### src/design/cam_pkg.sv
package cam_pkg;

  localparam int unsigned DATA_W    = 16;
  localparam int unsigned MASK_W    = 6;
  localparam int unsigned ACTION_W  = 2;
  localparam int unsigned CFG_IDX_W = 3;

  // default pair window length in ticks
  localparam int unsigned PAIR_WINDOW_TICKS_DEF = 4;

  // register reset values
  localparam logic signed [DATA_W-1:0] TEMP_HIGH_RST   = 16'sd3800;
  localparam logic signed [DATA_W-1:0] TEMP_LOW_RST    = 16'sd3740;
  localparam logic signed [DATA_W-1:0] HUMI_HIGH_RST   = 16'sd6000;
  localparam logic signed [DATA_W-1:0] HUMI_LOW_RST    = 16'sd5000;
  localparam logic signed [DATA_W-1:0] OFFSET_RST      = 16'sd0;
  localparam logic        [MASK_W-1:0] ENABLE_MASK_RST = 6'd0;
  localparam logic        [DATA_W-1:0] TIMEOUT_RST     = 16'd10;

  // enable mask bit positions
  localparam int unsigned EN_MONITOR   = 0;
  localparam int unsigned EN_TEMP_HIGH = 1;
  localparam int unsigned EN_TEMP_LOW  = 2;
  localparam int unsigned EN_HUMI_HIGH = 3;
  localparam int unsigned EN_HUMI_LOW  = 4;
  localparam int unsigned EN_MISSING   = 5;

  typedef enum logic [CFG_IDX_W-1:0] {
    REG_TEMP_HIGH   = 3'd0,
    REG_TEMP_LOW    = 3'd1,
    REG_HUMI_HIGH   = 3'd2,
    REG_HUMI_LOW    = 3'd3,
    REG_TEMP_OFFSET = 3'd4,
    REG_HUMI_OFFSET = 3'd5,
    REG_ENABLE_MASK = 3'd6,
    REG_TIMEOUT     = 3'd7
  } reg_index_t;

  typedef enum logic [ACTION_W-1:0] {
    ACT_TEMP   = 2'd0,
    ACT_HUMI   = 2'd1,
    ACT_TICK   = 2'd2,
    ACT_UNUSED = 2'd3
  } action_t;

  // channel status handed to the alarm evaluator
  typedef struct packed {
    logic temp_present;
    logic humi_present;
    logic temp_ever_seen;
    logic humi_ever_seen;
  } chan_status_t;

  // limit settings handed to the alarm evaluator
  typedef struct packed {
    logic signed [DATA_W-1:0] temp_high;
    logic signed [DATA_W-1:0] temp_low;
    logic signed [DATA_W-1:0] humi_high;
    logic signed [DATA_W-1:0] humi_low;
    logic        [MASK_W-1:0] enable_mask;
  } limits_t;

endpackage

### src/design/cam_if.sv
interface cam_in_if import cam_pkg::*; ();
  logic                     valid;
  logic                     ready;
  logic [ACTION_W-1:0]      action;
  logic signed [DATA_W-1:0] sample_value;

  modport source (output valid, action, sample_value, input ready);
  modport sink   (input valid, action, sample_value, output ready);
endinterface

interface cam_out_if;
  logic valid;
  logic ready;
  logic alarm;
  logic alarm_raised;
  logic alarm_cleared;
  logic temp_lost;
  logic humi_lost;
  logic pair_ready;

  modport source (output valid, alarm, alarm_raised, alarm_cleared, temp_lost, humi_lost,
                  pair_ready, input ready);
  modport sink   (input valid, alarm, alarm_raised, alarm_cleared, temp_lost, humi_lost,
                  pair_ready, output ready);
endinterface

### src/design/climate_alarm_monitor.sv
// climate alarm monitor: one temperature and one humidity channel
// result word: the result word for an item is registered as the item is accepted and shown from the next cycle
// throughput: one item per cycle while out_ch.ready is high; the single output register refills as it drains
// all state updates and the alarm evaluation fit between input port and result register
// reset (rst, synchronous, high): registers to defaults, state cleared, countdowns stopped
module climate_alarm_monitor import cam_pkg::*; #(
  parameter int unsigned PAIR_WINDOW_TICKS = PAIR_WINDOW_TICKS_DEF
) (
  input  logic                 clk,
  input  logic                 rst,
  input  logic                 cfg_write,
  input  logic [CFG_IDX_W-1:0] cfg_index,
  input  logic [DATA_W-1:0]    cfg_data,
  cam_in_if.sink               in_ch,
  cam_out_if.source            out_ch
);

  localparam int unsigned PCD_W = $clog2(PAIR_WINDOW_TICKS + 1);
  localparam logic [PCD_W-1:0] PAIR_LOAD = PCD_W'(PAIR_WINDOW_TICKS);

  // configuration registers
  limits_t                  limits;
  logic signed [DATA_W-1:0] temp_offset;
  logic signed [DATA_W-1:0] humi_offset;
  logic        [DATA_W-1:0] no_data_timeout;

  // monitor state
  logic signed [DATA_W-1:0] temp_reading, temp_reading_next;
  logic signed [DATA_W-1:0] humi_reading, humi_reading_next;
  chan_status_t             status, status_next;
  logic                     temp_fresh, temp_fresh_next;
  logic                     humi_fresh, humi_fresh_next;
  logic        [DATA_W-1:0] temp_cd, temp_cd_next;
  logic        [DATA_W-1:0] humi_cd, humi_cd_next;
  logic        [PCD_W-1:0]  pair_cd, pair_cd_next;
  logic                     alarm_level, alarm_next;
  logic        [MASK_W-1:0] last_mask;

  // result register
  logic out_valid;
  logic res_alarm, res_raised, res_cleared, res_temp_lost, res_humi_lost, res_pair;

  logic                     accept;
  logic                     mask_chg, mon_rise, mon_fall;
  logic        [DATA_W-1:0] timeout_load;
  logic signed [DATA_W:0]   temp_sum, humi_sum;
  logic signed [DATA_W-1:0] temp_sat, humi_sat;
  logic                     eval, t_lost, h_lost, pair;
  logic                     eval_alarm;
  logic signed [DATA_W-1:0] sat_max, sat_min;

  assign sat_max = {1'b0, {(DATA_W-1){1'b1}}};
  assign sat_min = {1'b1, {(DATA_W-1){1'b0}}};

  // output register parts the two sides
  assign in_ch.ready = !out_valid || out_ch.ready;
  assign accept      = in_ch.valid && in_ch.ready;

  assign mask_chg     = limits.enable_mask != last_mask;
  assign mon_rise     = mask_chg && !last_mask[EN_MONITOR] && limits.enable_mask[EN_MONITOR];
  assign mon_fall     = mask_chg && last_mask[EN_MONITOR] && !limits.enable_mask[EN_MONITOR];
  assign timeout_load = (no_data_timeout == '0) ? DATA_W'(1) : no_data_timeout;

  // calibration with saturation
  assign temp_sum = $signed({in_ch.sample_value[DATA_W-1], in_ch.sample_value}) +
                    $signed({temp_offset[DATA_W-1], temp_offset});
  assign humi_sum = $signed({in_ch.sample_value[DATA_W-1], in_ch.sample_value}) +
                    $signed({humi_offset[DATA_W-1], humi_offset});
  always_comb begin
    if (temp_sum[DATA_W] != temp_sum[DATA_W-1]) begin
      temp_sat = temp_sum[DATA_W] ? sat_min : sat_max;
    end else begin
      temp_sat = temp_sum[DATA_W-1:0];
    end
    if (humi_sum[DATA_W] != humi_sum[DATA_W-1]) begin
      humi_sat = humi_sum[DATA_W] ? sat_min : sat_max;
    end else begin
      humi_sat = humi_sum[DATA_W-1:0];
    end
  end

  // next state for one accepted item
  always_comb begin
    temp_reading_next = temp_reading;
    humi_reading_next = humi_reading;
    status_next       = status;
    temp_fresh_next   = temp_fresh;
    humi_fresh_next   = humi_fresh;
    temp_cd_next      = temp_cd;
    humi_cd_next      = humi_cd;
    pair_cd_next      = pair_cd;
    eval              = mask_chg;
    t_lost            = 1'b0;
    h_lost            = 1'b0;
    pair              = 1'b0;

    // mask change is handled ahead of the action
    if (mon_rise) begin
      status_next.temp_present = 1'b1;
      status_next.humi_present = 1'b1;
      temp_cd_next             = timeout_load;
      humi_cd_next             = timeout_load;
    end else if (mon_fall) begin
      temp_cd_next = '0;
      humi_cd_next = '0;
    end

    case (action_t'(in_ch.action))
      ACT_TEMP, ACT_HUMI: begin
        if (in_ch.action == ACT_TEMP) begin
          temp_reading_next          = temp_sat;
          status_next.temp_ever_seen = 1'b1;
          status_next.temp_present   = 1'b1;
          temp_fresh_next            = 1'b1;
          temp_cd_next               = timeout_load;
        end else begin
          humi_reading_next          = humi_sat;
          status_next.humi_ever_seen = 1'b1;
          status_next.humi_present   = 1'b1;
          humi_fresh_next            = 1'b1;
          humi_cd_next               = timeout_load;
        end
        if (temp_fresh_next && humi_fresh_next) begin
          pair            = 1'b1;
          eval            = 1'b1;
          temp_fresh_next = 1'b0;
          humi_fresh_next = 1'b0;
          pair_cd_next    = '0;
        end else if (pair_cd == '0) begin
          pair_cd_next = PAIR_LOAD;
        end
      end
      ACT_TICK: begin
        if (temp_cd_next != '0) begin
          if (temp_cd_next == DATA_W'(1)) begin
            status_next.temp_present = 1'b0;
            t_lost                   = 1'b1;
            eval                     = 1'b1;
          end
          temp_cd_next = temp_cd_next - DATA_W'(1);
        end
        if (humi_cd_next != '0) begin
          if (humi_cd_next == DATA_W'(1)) begin
            status_next.humi_present = 1'b0;
            h_lost                   = 1'b1;
            eval                     = 1'b1;
          end
          humi_cd_next = humi_cd_next - DATA_W'(1);
        end
        if (pair_cd != '0) begin
          if (pair_cd == PCD_W'(1)) begin
            pair            = 1'b1;
            eval            = 1'b1;
            temp_fresh_next = 1'b0;
            humi_fresh_next = 1'b0;
          end
          pair_cd_next = pair_cd - PCD_W'(1);
        end
      end
      default: begin
      end
    endcase
  end

  cam_eval u_eval (
    .limits       (limits),
    .status       (status_next),
    .temp_reading (temp_reading_next),
    .humi_reading (humi_reading_next),
    .alarm        (eval_alarm)
  );

  assign alarm_next = eval ? eval_alarm : alarm_level;

  // configuration writes
  always_ff @(posedge clk) begin
    if (rst) begin
      limits.temp_high   <= TEMP_HIGH_RST;
      limits.temp_low    <= TEMP_LOW_RST;
      limits.humi_high   <= HUMI_HIGH_RST;
      limits.humi_low    <= HUMI_LOW_RST;
      limits.enable_mask <= ENABLE_MASK_RST;
      temp_offset        <= OFFSET_RST;
      humi_offset        <= OFFSET_RST;
      no_data_timeout    <= TIMEOUT_RST;
    end else if (cfg_write) begin
      case (reg_index_t'(cfg_index))
        REG_TEMP_HIGH:   limits.temp_high   <= cfg_data;
        REG_TEMP_LOW:    limits.temp_low    <= cfg_data;
        REG_HUMI_HIGH:   limits.humi_high   <= cfg_data;
        REG_HUMI_LOW:    limits.humi_low    <= cfg_data;
        REG_TEMP_OFFSET: temp_offset        <= cfg_data;
        REG_HUMI_OFFSET: humi_offset        <= cfg_data;
        REG_ENABLE_MASK: limits.enable_mask <= cfg_data[MASK_W-1:0];
        REG_TIMEOUT:     no_data_timeout    <= cfg_data;
        default: begin
        end
      endcase
    end
  end

  // monitor state
  always_ff @(posedge clk) begin
    if (rst) begin
      temp_reading <= '0;
      humi_reading <= '0;
      status       <= '0;
      temp_fresh   <= 1'b0;
      humi_fresh   <= 1'b0;
      temp_cd      <= '0;
      humi_cd      <= '0;
      pair_cd      <= '0;
      alarm_level  <= 1'b0;
      last_mask    <= '0;
    end else if (accept) begin
      temp_reading <= temp_reading_next;
      humi_reading <= humi_reading_next;
      status       <= status_next;
      temp_fresh   <= temp_fresh_next;
      humi_fresh   <= humi_fresh_next;
      temp_cd      <= temp_cd_next;
      humi_cd      <= humi_cd_next;
      pair_cd      <= pair_cd_next;
      alarm_level  <= alarm_next;
      last_mask    <= limits.enable_mask;
    end
  end

  // result word register
  always_ff @(posedge clk) begin
    if (rst) begin
      out_valid <= 1'b0;
    end else if (accept) begin
      out_valid <= 1'b1;
    end else if (out_ch.ready) begin
      out_valid <= 1'b0;
    end
  end

  always_ff @(posedge clk) begin
    if (accept) begin
      res_alarm     <= alarm_next;
      res_raised    <= !alarm_level && alarm_next;
      res_cleared   <= alarm_level && !alarm_next;
      res_temp_lost <= t_lost;
      res_humi_lost <= h_lost;
      res_pair      <= pair;
    end
  end

  assign out_ch.valid         = out_valid;
  assign out_ch.alarm         = res_alarm;
  assign out_ch.alarm_raised  = res_raised;
  assign out_ch.alarm_cleared = res_cleared;
  assign out_ch.temp_lost     = res_temp_lost;
  assign out_ch.humi_lost     = res_humi_lost;
  assign out_ch.pair_ready    = res_pair;

`ifndef SYNTHESIS
  // the pending word always reflects the current alarm level
  a_level_match: assert property (@(posedge clk) disable iff (rst)
    out_valid |-> (res_alarm == alarm_level))
    else $error("result word alarm differs from alarm level");

  // alarm only ever evaluated on while monitoring was enabled
  a_alarm_needs_monitor: assert property (@(posedge clk) disable iff (rst)
    alarm_level |-> last_mask[EN_MONITOR])
    else $error("alarm set while monitor disabled");

  // a lost channel is marked absent with its countdown stopped
  a_temp_lost_state: assert property (@(posedge clk) disable iff (rst)
    (out_valid && res_temp_lost) |-> (!status.temp_present && (temp_cd == '0)))
    else $error("temperature lost but channel still running");

  // pair window never loaded beyond its length
  a_pair_window: assert property (@(posedge clk) disable iff (rst)
    pair_cd <= PAIR_LOAD)
    else $error("pair countdown beyond window");
`endif

endmodule

### src/design/cam_eval.sv
module cam_eval import cam_pkg::*; (
  input  limits_t                  limits,
  input  chan_status_t             status,
  input  logic signed [DATA_W-1:0] temp_reading,
  input  logic signed [DATA_W-1:0] humi_reading,
  output logic                     alarm
);

  logic temp_hit;
  logic humi_hit;

  // limit checks, only for channels seen at least once
  assign temp_hit = status.temp_ever_seen &&
                    ((limits.enable_mask[EN_TEMP_HIGH] && (temp_reading > limits.temp_high)) ||
                     (limits.enable_mask[EN_TEMP_LOW]  && (temp_reading < limits.temp_low)));
  assign humi_hit = status.humi_ever_seen &&
                    ((limits.enable_mask[EN_HUMI_HIGH] && (humi_reading > limits.humi_high)) ||
                     (limits.enable_mask[EN_HUMI_LOW]  && (humi_reading < limits.humi_low)));

  // monitor off wins, then missing data, then limits
  always_comb begin
    if (!limits.enable_mask[EN_MONITOR]) begin
      alarm = 1'b0;
    end else if (!status.temp_present || !status.humi_present) begin
      alarm = limits.enable_mask[EN_MISSING];
    end else begin
      alarm = temp_hit || humi_hit;
    end
  end

endmodule
### src/flat_wrapper.sv
// flat-port wrapper written by rule: the top's interface ports become plain ports
module climate_alarm_monitor_flat import cam_pkg::*;
#(
  parameter int unsigned PAIR_WINDOW_TICKS = PAIR_WINDOW_TICKS_DEF
)
  (clk, rst, cfg_write, cfg_index, cfg_data, in_ch_valid, in_ch_action, in_ch_sample_value, in_ch_ready, out_ch_valid, out_ch_alarm, out_ch_alarm_raised, out_ch_alarm_cleared, out_ch_temp_lost, out_ch_humi_lost, out_ch_pair_ready, out_ch_ready);
  cam_in_if in_ch_i ();
  cam_out_if out_ch_i ();
  input  logic clk;
  input  logic rst;
  input  logic cfg_write;
  input  logic [CFG_IDX_W-1:0] cfg_index;
  input  logic [DATA_W-1:0] cfg_data;
  input wire logic [$bits(in_ch_i.valid)-1:0] in_ch_valid;
  input wire logic [$bits(in_ch_i.action)-1:0] in_ch_action;
  input wire logic [$bits(in_ch_i.sample_value)-1:0] in_ch_sample_value;
  output wire logic [$bits(in_ch_i.ready)-1:0] in_ch_ready;
  output wire logic [$bits(out_ch_i.valid)-1:0] out_ch_valid;
  output wire logic [$bits(out_ch_i.alarm)-1:0] out_ch_alarm;
  output wire logic [$bits(out_ch_i.alarm_raised)-1:0] out_ch_alarm_raised;
  output wire logic [$bits(out_ch_i.alarm_cleared)-1:0] out_ch_alarm_cleared;
  output wire logic [$bits(out_ch_i.temp_lost)-1:0] out_ch_temp_lost;
  output wire logic [$bits(out_ch_i.humi_lost)-1:0] out_ch_humi_lost;
  output wire logic [$bits(out_ch_i.pair_ready)-1:0] out_ch_pair_ready;
  input wire logic [$bits(out_ch_i.ready)-1:0] out_ch_ready;
  assign in_ch_i.valid = in_ch_valid;
  assign in_ch_i.action = in_ch_action;
  assign in_ch_i.sample_value = in_ch_sample_value;
  assign in_ch_ready = in_ch_i.ready;
  assign out_ch_valid = out_ch_i.valid;
  assign out_ch_alarm = out_ch_i.alarm;
  assign out_ch_alarm_raised = out_ch_i.alarm_raised;
  assign out_ch_alarm_cleared = out_ch_i.alarm_cleared;
  assign out_ch_temp_lost = out_ch_i.temp_lost;
  assign out_ch_humi_lost = out_ch_i.humi_lost;
  assign out_ch_pair_ready = out_ch_i.pair_ready;
  assign out_ch_i.ready = out_ch_ready;
  climate_alarm_monitor #(.PAIR_WINDOW_TICKS(PAIR_WINDOW_TICKS)) u_core (.clk(clk), .rst(rst), .cfg_write(cfg_write), .cfg_index(cfg_index), .cfg_data(cfg_data), .in_ch(in_ch_i), .out_ch(out_ch_i));
endmodule
### config.mk
export PLATFORM = sky130hd
export DESIGN_NAME = climate_alarm_monitor_flat
export DESIGN_NICKNAME = d
export VERILOG_FILES = /design/src/design/cam_pkg.sv /design/src/design/cam_if.sv /design/src/design/climate_alarm_monitor.sv /design/src/design/cam_eval.sv /design/src/flat_wrapper.sv
export SDC_FILE = /design/constraint.sdc
export NUM_CORES = 1
export LEC_CHECK = 0
export ABC_CLOCK_PERIOD_IN_PS = 4700
export BUFFER_PORTS_ARGS = -buffer_cell sky130_fd_sc_hd__buf_2
export CAP_MARGIN = 20
export CORE_MARGIN = 2
export CORE_UTILIZATION = 50
export DETAILED_ROUTE_END_ITERATION = 10
export GPL_TIMING_DRIVEN = 0
export PLACE_DENSITY = 0.69
export SLEW_MARGIN = 20
export SYNTH_ARGS = -nofsm -noshare
export SYNTH_HDL_FRONTEND = slang
export SYNTH_HIERARCHICAL = 1
export SYNTH_SLANG_ARGS = --single-unit
### constraint.sdc
create_clock -name clk -period 4.7 [get_ports clk]
set_input_delay 0.705 -clock clk [delete_from_list [all_inputs] [get_ports clk]]
set_output_delay 0.705 -clock clk [all_outputs]
set_load 0.05 [all_outputs]
==> results.json, run 1 <==
{
  "initial_utilization_pct": 50.5,
  "synth.distinct_cells": 89,
  "fin_util_pct": 59.1,
  "grt.overflow.total": 0,
  "rsz0062_at_grt": "true",
  "cts.clk_slew.worst_paths_ns": 0.06,
  "via_per_inst": 6.23,
  "wl_per_cell_um": 21.1,
  "cp_max_fo": 10,
  "drtIter0Drc": 1430,
  "cts-root-buf": "clkbuf_16",
  "leakage_nw": 6.22,
  "syn_nets": 1877,
  "die_width_um": 166,
  "dieArea_sq_um": 27400,
  "numCtsBuffers": 25,
  "hold_end": "u_core/out_ch.valid",
  "power_density_nw_per_um2": 319,
  "ys_warn_count": 6,
  "grt_usage_pct": 33.1,
  "endpoint_kind": "register",
  "swShare_pct": 30.7,
  "io_pins": 50,
  "r2r_slack_ns": 0.02,
  "nFillCells": 2402,
  "cts_buffer_depth": 3,
  "p_switching_mw": 1.50,
  "finalPower_mw": 4.88,
  "dieHeight_um": 166,
  "final_cells": 2170,
  "async_reset_ff_share_pct": 0,
  "skew_ns": 0.0109,
  "post-route-min-period_ns": 4.68,
  "whs_ns": 0.422,
  "pwr-share-clk_pct": 40.3,
  "cts_tree": "done",
  "ctsHoldBuffers": 0,
  "grt_antenna_before_repair": 3,
  "path_class": "reg -> reg",
  "nets": 1967,
  "syn2layout_area_growth_pct": 17.0,
  "r2r.worst_path.cells": 17,
  "hold_viol": 0,
  "synth_area_sq_um": 13100,
  "cts_max_level": 1,
  "required_ns": 4.97,
  "multiInputGateArea_sq_um": 8710,
  "ant_nets": 0,
  "grt_pass1_vias": 12700,
  "ys_ff_latch": 205,
  "power_frac_comb_pct": 21.5,
  "clock_latency_ns": 0.53,
  "synth_enable_flop_cells": 6,
  "core_sq_um": 25800,
  "r2r_end": "u_core/out_ch.alarm",
  "tightest_slew_ns": 1.03,
  "yosys.area.top_type_share_pct": 30.5,
  "gp_congestion": 0.967,
  "regArea_sq_um": 4170,
  "netlist_top_cells_area": "dfxtp_1 (31%), ha_1 (9.9%), nand2_1 (9.4%), a21oi_1 (8.2%), o21ai_0 (4.3%)",
  "slew_viol_final": 0,
  "final.period_utilization_pct": 99.5,
  "cp-start-kind": "register",
  "setup_viol": 0,
  "hold_path_class": "in -> reg",
  "grt_pass1_wl_um": 70200,
  "status": "finished clean",
  "cts.sink_count": 205,
  "p_seq_share_pct": 38.2,
  "dp_hpwl_um": 33100,
  "drive_gt1_share_pct": 12.5,
  "holdPathStages": 3,
  "vias": 13500,
  "grt_start_max_net_pins": 16,
  "drtPass1Iterations": 6,
  "rows": 59,
  "port_buffers": 38,
  "ys_seq_area_share_pct": 31.9,
  "placed_cells": 2103,
  "synthCells": 1730,
  "relSlewSlack_pct": 31.2,
  "syn_avg_cell_area_sq_um": 7.55,
  "min_from": "in_ch_valid",
  "peakVddDrop_v": 0.000289,
  "synth_top_flop_cell": "dfxtp_1",
  "drc": 0,
  "cap_violations": 0,
  "internal_power_mw": 3.38,
  "arrival_ns": 4.95,
  "reg2reg_from": "u_core/humi_offset[6]",
  "yosysTopAreaCell": "dfxtp_1",
  "max_freq_ghz": 0.214,
  "drt_wl_total_um": 45900
}
==> worst max path at each step <==
| stage | startpoint | endpoint | depth (start not counted) |
|---|---|---|---|
| after floorplan | in_ch_sample_value[0] | u_core/out_ch.alarm | 19 |
| after global placement | u_core/limits[0] | u_core/out_ch.alarm | 18 |
| after detailed placement | u_core/limits[0] | u_core/out_ch.alarm | 18 |
| after CTS | u_core/temp_offset[0] | u_core/out_ch.alarm | 19 |
| after global routing | u_core/humi_offset[6] | u_core/out_ch.alarm | 17 |
| final | u_core/humi_offset[6] | u_core/out_ch.alarm | 17 |
==> layout make-up <==
class                   count  share of cell area [%]
clock buffers              34                    4.59
inverters                  93                    2.29
multi-input cells        1335                    57.0
repair buffers             63                    2.50
clock inverters             6                   0.704
diodes                      2                  0.0328
well taps                 335                    2.74
plain buffers              97                    2.89
flip-flops and latches    205                    27.3
==> cells by family after synthesis <==
group	after synthesis	share of synthesized area, %
AND/OR/NAND/NOR	632	22.0
AO/OA/AOI/OAI	532	25.4
flip-flops	205	31.9
buffers and inverters	190	5.81
adder cells (fa/ha/maj)	119	11.3
XOR/XNOR	38	2.55
multiplexers	14	1.09
==> sequential cells by signal, summed over array words and instances (netlist names), 16 cells and up <==
| name | cells |
|---|---|
| u_core/temp_offset | 16 |
| u_core/humi_reading | 16 |
| u_core/no_data_timeout | 16 |
| u_core/humi_offset | 16 |
| u_core/temp_cd | 16 |
| u_core/temp_reading | 16 |
| u_core/humi_cd | 16 |
| u_core/limits | 70 |
==> cell usage in the layout, fill, tap and decap left out, drive strengths merged, types with 71 or more instances in the layout <==
master  Yosys  final
nor2      101    101
a21oi     214    214
clkbuf     73    107
dfxtp     199    199
nand3      71     71
inv        92     92
buf        24     87
o21ai     119    119
nand2     328    328
ha        103    103
==> critical path, cell delays in order, from the launching register on <==
cell       delay [ns]
dfxtp_1          0.33
ha_2             0.33
a2111oi_1        0.43
o21ai_1          0.20
a21oi_2          0.25
o21ai_2          0.13
xnor2_2          0.16
buf_4            0.19
maj3_2           0.35
o21ai_4          0.24
ha_4             0.17
nand4_1          0.17
nor4_4           0.39
o21ai_2          0.11
a21o_1           0.19
a32oi_2          0.25
a41oi_4          0.20
mux2_4           0.32
==> power groups by stage <==
| stage | sequential, mW | combinational (mW) | clock [mW] |
|---|---|---|---|
| 2_1_floorplan | 1.89 | 0.643 | 0 |
| 3_3_place_gp | 1.89 | 0.910 | 0 |
| 3_5_place_dp | 1.90 | 0.922 | 0 |
| 4_1_cts | 1.86 | 0.974 | 1.98 |
| 5_1_grt | 1.87 | 1.13 | 2.05 |
| 6_report | 1.86 | 1.05 | 1.97 |
==> what timing repair did <==
item                                    CTS  global route
pin swaps                                25            35
endpoints found under the setup margin    4             4
gates resized for setup                  88            64
buffers inserted                         12            12
gates cloned                              1             0
==> through the flow <==
step / TNS (ns) / area [sq um] / worst slack, ns
after global routing: -0.0882 / 15300 / -0.0571
final: 0 / 15300 / 0.0223
after global placement: -4.74 / 13700 / -1.32
after floorplan: 0 / 13100 / 0.0310
after detailed placement: -4.79 / 13700 / -1.33
after CTS: 0 / 14900 / 0.00733
==> cells in the mapped netlist, types with 10 or more instances <==
master    instances
and3_1           10
buf_2            15
nand2b_1         12
inv_1            92
nand4_1          22
ha_1            103
a31oi_1          14
o31ai_1          10
a22oi_1          23
o211ai_1         10
a21o_1           24
a22o_1           10
nand3_1          71
a21oi_1         213
nor3_1           23
nor2_1          101
maj3_1           14
mux2i_1          12
clkbuf_1         73
o21ai_0         112
nand2_1         328
xor2_1           15
o21bai_1         11
a211oi_1         16
dfxtp_1         199
xnor2_1          23
==> routing by layer <==
layer  vias up  track usage [%]  part of all wire [%]
met5         -                0                 0.026
met4         2             13.2                   4.3
met3       117             5.54                   8.5
met2       673             53.9                    45
met1      6369             43.6                    43
li1       6354                -                     -
No activity file was read; power rests on OpenSTA's default activity.
==> run 2, diff against run 1 <==
--- a/config.mk
+++ b/config.mk
@@ -5,14 +5,14 @@
 export SDC_FILE = /design/constraint.sdc
 export NUM_CORES = 1
 export LEC_CHECK = 0
-export ABC_CLOCK_PERIOD_IN_PS = 4700
+export ABC_CLOCK_PERIOD_IN_PS = 4600
 export BUFFER_PORTS_ARGS = -buffer_cell sky130_fd_sc_hd__buf_2
 export CAP_MARGIN = 20
 export CORE_MARGIN = 2
 export CORE_UTILIZATION = 50
 export DETAILED_ROUTE_END_ITERATION = 10
 export GPL_TIMING_DRIVEN = 0
-export PLACE_DENSITY = 0.69
+export PLACE_DENSITY = 0.67
 export SLEW_MARGIN = 20
 export SYNTH_ARGS = -nofsm -noshare
 export SYNTH_HDL_FRONTEND = slang
==> constraint.sdc (replaced) <==
create_clock -name clk -period 4.6 [get_ports clk]
set_input_delay 0.69 -clock clk [delete_from_list [all_inputs] [get_ports clk]]
set_output_delay 0.69 -clock clk [all_outputs]
set_load 0.05 [all_outputs]
==> run 2 against run 1 <==
Compared with the run above:
- the flow now finishes with violations (negative setup slack)
- first-iteration DRC count is 0.98% higher
- flip-flop and latch count stayed put
- critical path type unchanged
- clock skew hardly changed
- core utilization is 0.66 points higher
- register-to-register slack worse by 0.18 ns
- fmax is 1.7% lower
- worst hold slack worse by 0.032 ns
- clock power is 10% higher
- critical path depth is 1 higher
- sequential share of layout area is 0.30 points lower
- critical endpoint unchanged
- sequential power is 2% higher
==> results.json, run 2 (synthesized netlist as in run 1, its figures left out) <==
{
  "whs_ns": 0.390,
  "cap_violations": 0,
  "largest_register_ffs": 70,
  "power_density_nw_per_um2": 334,
  "arrival_ns": 5.04,
  "final_cell_mix": "nand2_1 (326), a21oi_1 (200), dfxtp_1 (198), nor2_1 (99), ha_1 (95)",
  "ctsHoldBuffers": 0,
  "post-place-ws_ns": -1.45,
  "cts-root-buf": "clkbuf_16",
  "numCtsBuffers": 26,
  "status": "finished, violations left",
  "violations": "negative setup slack",
  "regMostFlops": "u_core/limits",
  "slew_viol_final": 0,
  "fin_util_pct": 59.8,
  "ant_nets": 0,
  "cts_buffer_depth": 3,
  "drc": 0,
  "insertedDiodeCount": 0,
  "cts.sink_count": 205,
  "leakage_nw": 6.34,
  "path_class": "reg -> reg",
  "core_sq_um": 25800,
  "grt_usage_pct": 33.2,
  "p_switching_mw": 1.59,
  "r2r_slack_ns": -0.16,
  "drtIter0Drc": 1444,
  "design_area_sq_um": 15400,
  "internal_power_mw": 3.58,
  "endpoint_kind": "register",
  "setup_viol": 3,
  "gp_congestion": 0.935,
  "power_frac_comb_pct": 21.2,
  "die_width_um": 166,
  "cts_tree": "done",
  "nets": 1984,
  "post-route-min-period_ns": 4.76,
  "place_area_sq_um": 13700,
  "p_seq_share_pct": 36.8,
  "drt_wl_total_um": 46100,
  "dp_hpwl_um": 32900,
  "final.period_utilization_pct": 103,
  "max_freq_ghz": 0.210,
  "dieArea_sq_um": 27400,
  "clock_latency_ns": 0.54,
  "drive_gt1_share_pct": 13.7,
  "cts.clk_slew.worst_paths_ns": 0.06,
  "finalSetupTns_ns": -0.229,
  "grt_antenna_before_repair": 2,
  "grt_start_max_net_pins": 16,
  "initial_utilization_pct": 50.5,
  "multiInputGateArea_sq_um": 8660,
  "regArea_sq_um": 4170,
  "skew_ns": 0.0109,
  "cp-start-kind": "register",
  "cts_max_level": 1,
  "dieHeight_um": 166,
  "swShare_pct": 30.8,
  "grt.overflow.total": 0,
  "layout_commonest_cell": "nand2_1",
  "peakVddDrop_v": 0.000290,
  "port_buffers": 38,
  "cp_max_fo": 10,
  "grt_pass1_vias": 12400,
  "rows": 59,
  "nFillCells": 2381,
  "r2r.worst_path.cells": 18,
  "grt_pass1_wl_um": 70100,
  "worst_slack_ns": -0.158,
  "wl_per_cell_um": 21.0,
  "relSlewSlack_pct": 33.3,
  "vias": 13600,
  "io_pins": 50,
  "tightest_slew_ns": 0.997,
  "hold_viol": 0,
  "drtPass1Iterations": 7,
  "syn2layout_area_growth_pct": 18.3,
  "pwr-share-clk_pct": 42.0,
  "holdPathStages": 3,
  "via_per_inst": 6.20,
  "rsz0062_at_grt": "true",
  "hold_path_class": "in -> reg",
  "required_ns": 4.89
}
-- run 2: cell types whose count changed in the layout (fill, tap and decap cells not counted), sizes merged --
cell and delta:
buf +16, clkinv +6, diode -2, bufinv +1, clkbuf -1, clkinvlp +1, inv +1
-- run 2: layout make-up --
class	count	share of cell area (%)
tap	335	2.71
clock buffer	33	4.64
timing repair buffer	79	3.27
inverter	93	2.26
buffer	97	2.88
multi-input combinational	1335	56.0
clock inverter	15	1.23
sequential	205	27.0
-- run 2: final timing paths --
| path | to | start |
|---|---|---|
| max | u_core/out_ch.alarm | u_core/limits[0] |
| min | u_core/out_ch.valid | in_ch_valid |
| max reg2reg | u_core/out_ch.alarm | u_core/limits[0] |
| min reg2reg | u_core/limits[8] | u_core/limits[8] |
-- run 2: metrics by stage --
stage / power, mW / instances
2_1_floorplan: 2.59 / 1730
3_3_place_gp: 2.86 / 2103
5_1_grt: 5.33 / 2192
6_report: 5.17 / 2192
4_1_cts: 5.12 / 2185
3_5_place_dp: 2.88 / 2103
-- run 2: worst max-delay path, cell delays in order, from the launching register on --
cell	delay (ns)
dfxtp_1	0.40
inv_1	0.07
ha_1	0.27
buf_4	0.22
nor2_4	0.17
buf_4	0.21
buf_4	0.23
buf_4	0.25
clkbuf_4	0.27
a22oi_1	0.12
ha_1	0.23
or2_2	0.35
nor4_4	0.34
o21ai_2	0.17
nand4_1	0.22
a21oi_1	0.11
a32oi_4	0.34
a41oi_4	0.20
mux2_4	0.30
-- run 2: what timing repair did --
action / CTS / global route
pin swaps: 52 / 23
endpoints found under the setup margin: 5 / 4
setup buffers: 32 / 7
gates resized for setup: 113 / 28
gates cloned: 2 / 0
-- run 2: metal layers --
layer / vias up / track usage (%) / share of wire [%]
li1: 6399 / - / -
met1: 6480 / 44.7 / 42
met2: 597 / 54.9 / 46
met3: 120 / 4.65 / 8.1
met4: 4 / 10.9 / 3.4
met5: - / 0 / 0.056
-- run 2: power groups by stage --
stage               clock network, mW  registers, mW  logic [mW]
CTS                              2.19           1.90        1.03
global route                     2.24           1.91        1.18
detailed placement                  0           1.94       0.943
floorplan                           0           1.93       0.659
global placement                    0           1.94       0.929
finish                           2.17           1.90        1.09
==> run 3, diff against run 2 <==
--- a/config.mk
+++ b/config.mk
@@ -6,13 +6,12 @@
 export NUM_CORES = 1
 export LEC_CHECK = 0
 export ABC_CLOCK_PERIOD_IN_PS = 4600
-export BUFFER_PORTS_ARGS = -buffer_cell sky130_fd_sc_hd__buf_2
 export CAP_MARGIN = 20
 export CORE_MARGIN = 2
 export CORE_UTILIZATION = 50
 export DETAILED_ROUTE_END_ITERATION = 10
+export DONT_BUFFER_PORTS = 1
 export GPL_TIMING_DRIVEN = 0
-export PLACE_DENSITY = 0.67
 export SLEW_MARGIN = 20
 export SYNTH_ARGS = -nofsm -noshare
 export SYNTH_HDL_FRONTEND = slang
==> run 3 against run 2 <==
Compared with the run above:
- the run still ends with negative setup slack left
- combinational power shrank 4%
- largest power group unchanged
- non-clock buffer count shrank 32
- fmax grew 1.0%
- via count shrank 1.9%
==> results.json, run 3 (synthesized netlist as in run 1, its figures left out) <==
{
  "status": "finished, violations left",
  "violations": "negative setup slack",
  "cp_cell_sequence": "ha_4 > inv_2 > fa_2 > nor2b_2 > o31a_1 > o21ai_2 > o211ai_1 > nand2_2 > buf_4 > buf_6 > maj3_2 > o21ai_4 > ha_4 > a2111oi_4 > nor3_2 > nor4b_4 > o2111ai_2 > a41oi_4 > buf_4 > nor3b_2",
  "rows": 59,
  "post-route-min-period_ns": 4.71,
  "worst_slack_ns": -0.110,
  "endpoint_kind": "register",
  "numCtsBuffers": 26,
  "max_stage_delay_ns": 0.40,
  "power_frac_comb_pct": 21.0,
  "grt_start_max_net_pins": 16,
  "critPathLaunch": "u_core/humi_offset[0]",
  "grt.overflow.total": 0,
  "reg2reg_from": "u_core/humi_offset[0]",
  "peakVddDrop_v": 0.000270,
  "cpLargestDelayFamily": "compound AO/OA/AOI/OAI gates",
  "insertedDiodeCount": 0,
  "cp_max_fo": 6,
  "cpMaxStageDelayCell": "nor4b_4",
  "relSlewSlack_pct": 28.5,
  "via_per_inst": 6.18,
  "rsz0062_at_grt": "true",
  "leakage_nw": 6.24,
  "multiInputGateArea_sq_um": 8810,
  "regArea_sq_um": 4170,
  "cts.sink_count": 205,
  "cts_tree": "done",
  "dieHeight_um": 166,
  "drtIter0Drc": 1268,
  "wl_per_cell_um": 21.9,
  "dp_hpwl_um": 33500,
  "internal_power_mw": 3.48,
  "drive_gt1_share_pct": 13.2,
  "p_switching_mw": 1.51,
  "pwr-share-clk_pct": 40.7,
  "worst-path-buf-inv": 4,
  "finalPower_mw": 4.99,
  "p_seq_share_pct": 38.3,
  "hold_end": "u_core/limits[31]",
  "hold_viol": 0,
  "r2r.worst_path.cells": 20,
  "skew_ns": 0.0149,
  "regMostFlops": "u_core/limits",
  "nets": 1952,
  "core_sq_um": 25800,
  "r2r_end": "u_core/out_ch.alarm_cleared",
  "dieArea_sq_um": 27400,
  "cp-start-kind": "register",
  "cts.clk_slew.worst_paths_ns": 0.06,
  "grt_antenna_before_repair": 1,
  "setup_viol": 4,
  "ant_nets": 0,
  "syn2layout_area_growth_pct": 18.1,
  "clock_latency_ns": 0.54,
  "cts-root-buf": "clkbuf_16",
  "cap_violations": 0,
  "grt_usage_pct": 33.9,
  "slew_viol_final": 0,
  "cts_max_level": 1,
  "grt_pass1_vias": 12200,
  "arrival_ns": 4.98,
  "drtPass1Iterations": 6,
  "holdPathStages": 2,
  "power_density_nw_per_um2": 324,
  "nFillCells": 2433,
  "placed_cells": 2065,
  "max_freq_ghz": 0.212,
  "gp_congestion": 0.970,
  "drc": 0,
  "die_width_um": 166,
  "layout_commonest_cell": "nand2_1",
  "cts_buffer_depth": 3,
  "grt_pass1_wl_um": 70400,
  "io_pins": 50,
  "required_ns": 4.87,
  "port_buffers": 0,
  "initial_utilization_pct": 50.5,
  "final_cells": 2158,
  "r2r_slack_ns": -0.11,
  "swShare_pct": 30.3,
  "drt_wl_total_um": 47200,
  "final_cell_mix": "nand2_1 (326), a21oi_1 (197), dfxtp_1 (197), nor2_1 (100), o21ai_0 (92)",
  "vias": 13300,
  "final.period_utilization_pct": 102,
  "min_from": "cfg_data[9]",
  "hold_path_class": "in -> reg",
  "largest_register_ffs": 70,
  "path_class": "reg -> reg",
  "whs_ns": 0.283,
  "tightest_slew_ns": 1.07
}
run 3: power by group through the flow:
stage          Combinational (mW)  Sequential [mW]  Clock [mW]
5_1_grt                      1.13             1.92        2.13
3_3_place_gp                0.876             1.95           0
4_1_cts                     0.979             1.91        2.07
3_5_place_dp                0.886             1.95           0
6_report                     1.05             1.91        2.03
2_1_floorplan               0.659             1.93           0
run 3: worst max path at each step:
stage	end	slack (ns)	depth (start not counted)
2_1_floorplan	u_core/out_ch.alarm	0.02	17
3_3_place_gp	u_core/out_ch.alarm	-1.51	18
3_5_place_dp	u_core/out_ch.alarm	-1.53	18
4_1_cts	u_core/out_ch.alarm	0.001	19
5_1_grt	u_core/out_ch.alarm	-0.21	19
6_report	u_core/out_ch.alarm_cleared	-0.11	20
run 3: metrics by stage:
stage               worst slack [ns]  cell area [sq um]  util [%]  TNS [ns]
floorplan                     0.0218              13100         -         0
finish                        -0.110              15400      59.7    -0.254
CTS                          0.00150              15100      58.4         0
global route                  -0.212              15400      59.7    -0.689
global placement               -1.51              13500      52.2     -5.63
detailed placement             -1.53              13500      52.2     -5.69
run 3: layer usage:
| metal | up-vias | share of wire, % | global-route usage, % |
|---|---|---|---|
| met5 | - | 0.030 | 0 |
| met4 | 2 | 4.4 | 13.5 |
| met3 | 112 | 8.7 | 5.39 |
| met2 | 582 | 45 | 54.3 |
| met1 | 6322 | 42 | 45.6 |
| li1 | 6329 | - | - |
run 3: final cells by class:
cell class / instances / share of cell area [%]
repair buffers: 47 / 2.36
clock buffers: 40 / 5.15
multi-input cells: 1335 / 57.2
inverters: 93 / 2.26
well taps: 335 / 2.72
plain buffers: 97 / 2.86
flip-flops and latches: 205 / 27.0
clock inverters: 6 / 0.430
run 3: what timing repair did:
| item | 4_1_cts | 5_1_grt |
|---|---|---|
| buffers inserted | 31 | 14 |
| cloned | 2 | 0 |
| endpoints found under the setup margin | 5 | 4 |
| hold buffers | 0 | 0 |
| resized for setup | 128 | 35 |
| pin swaps | 51 | 43 |
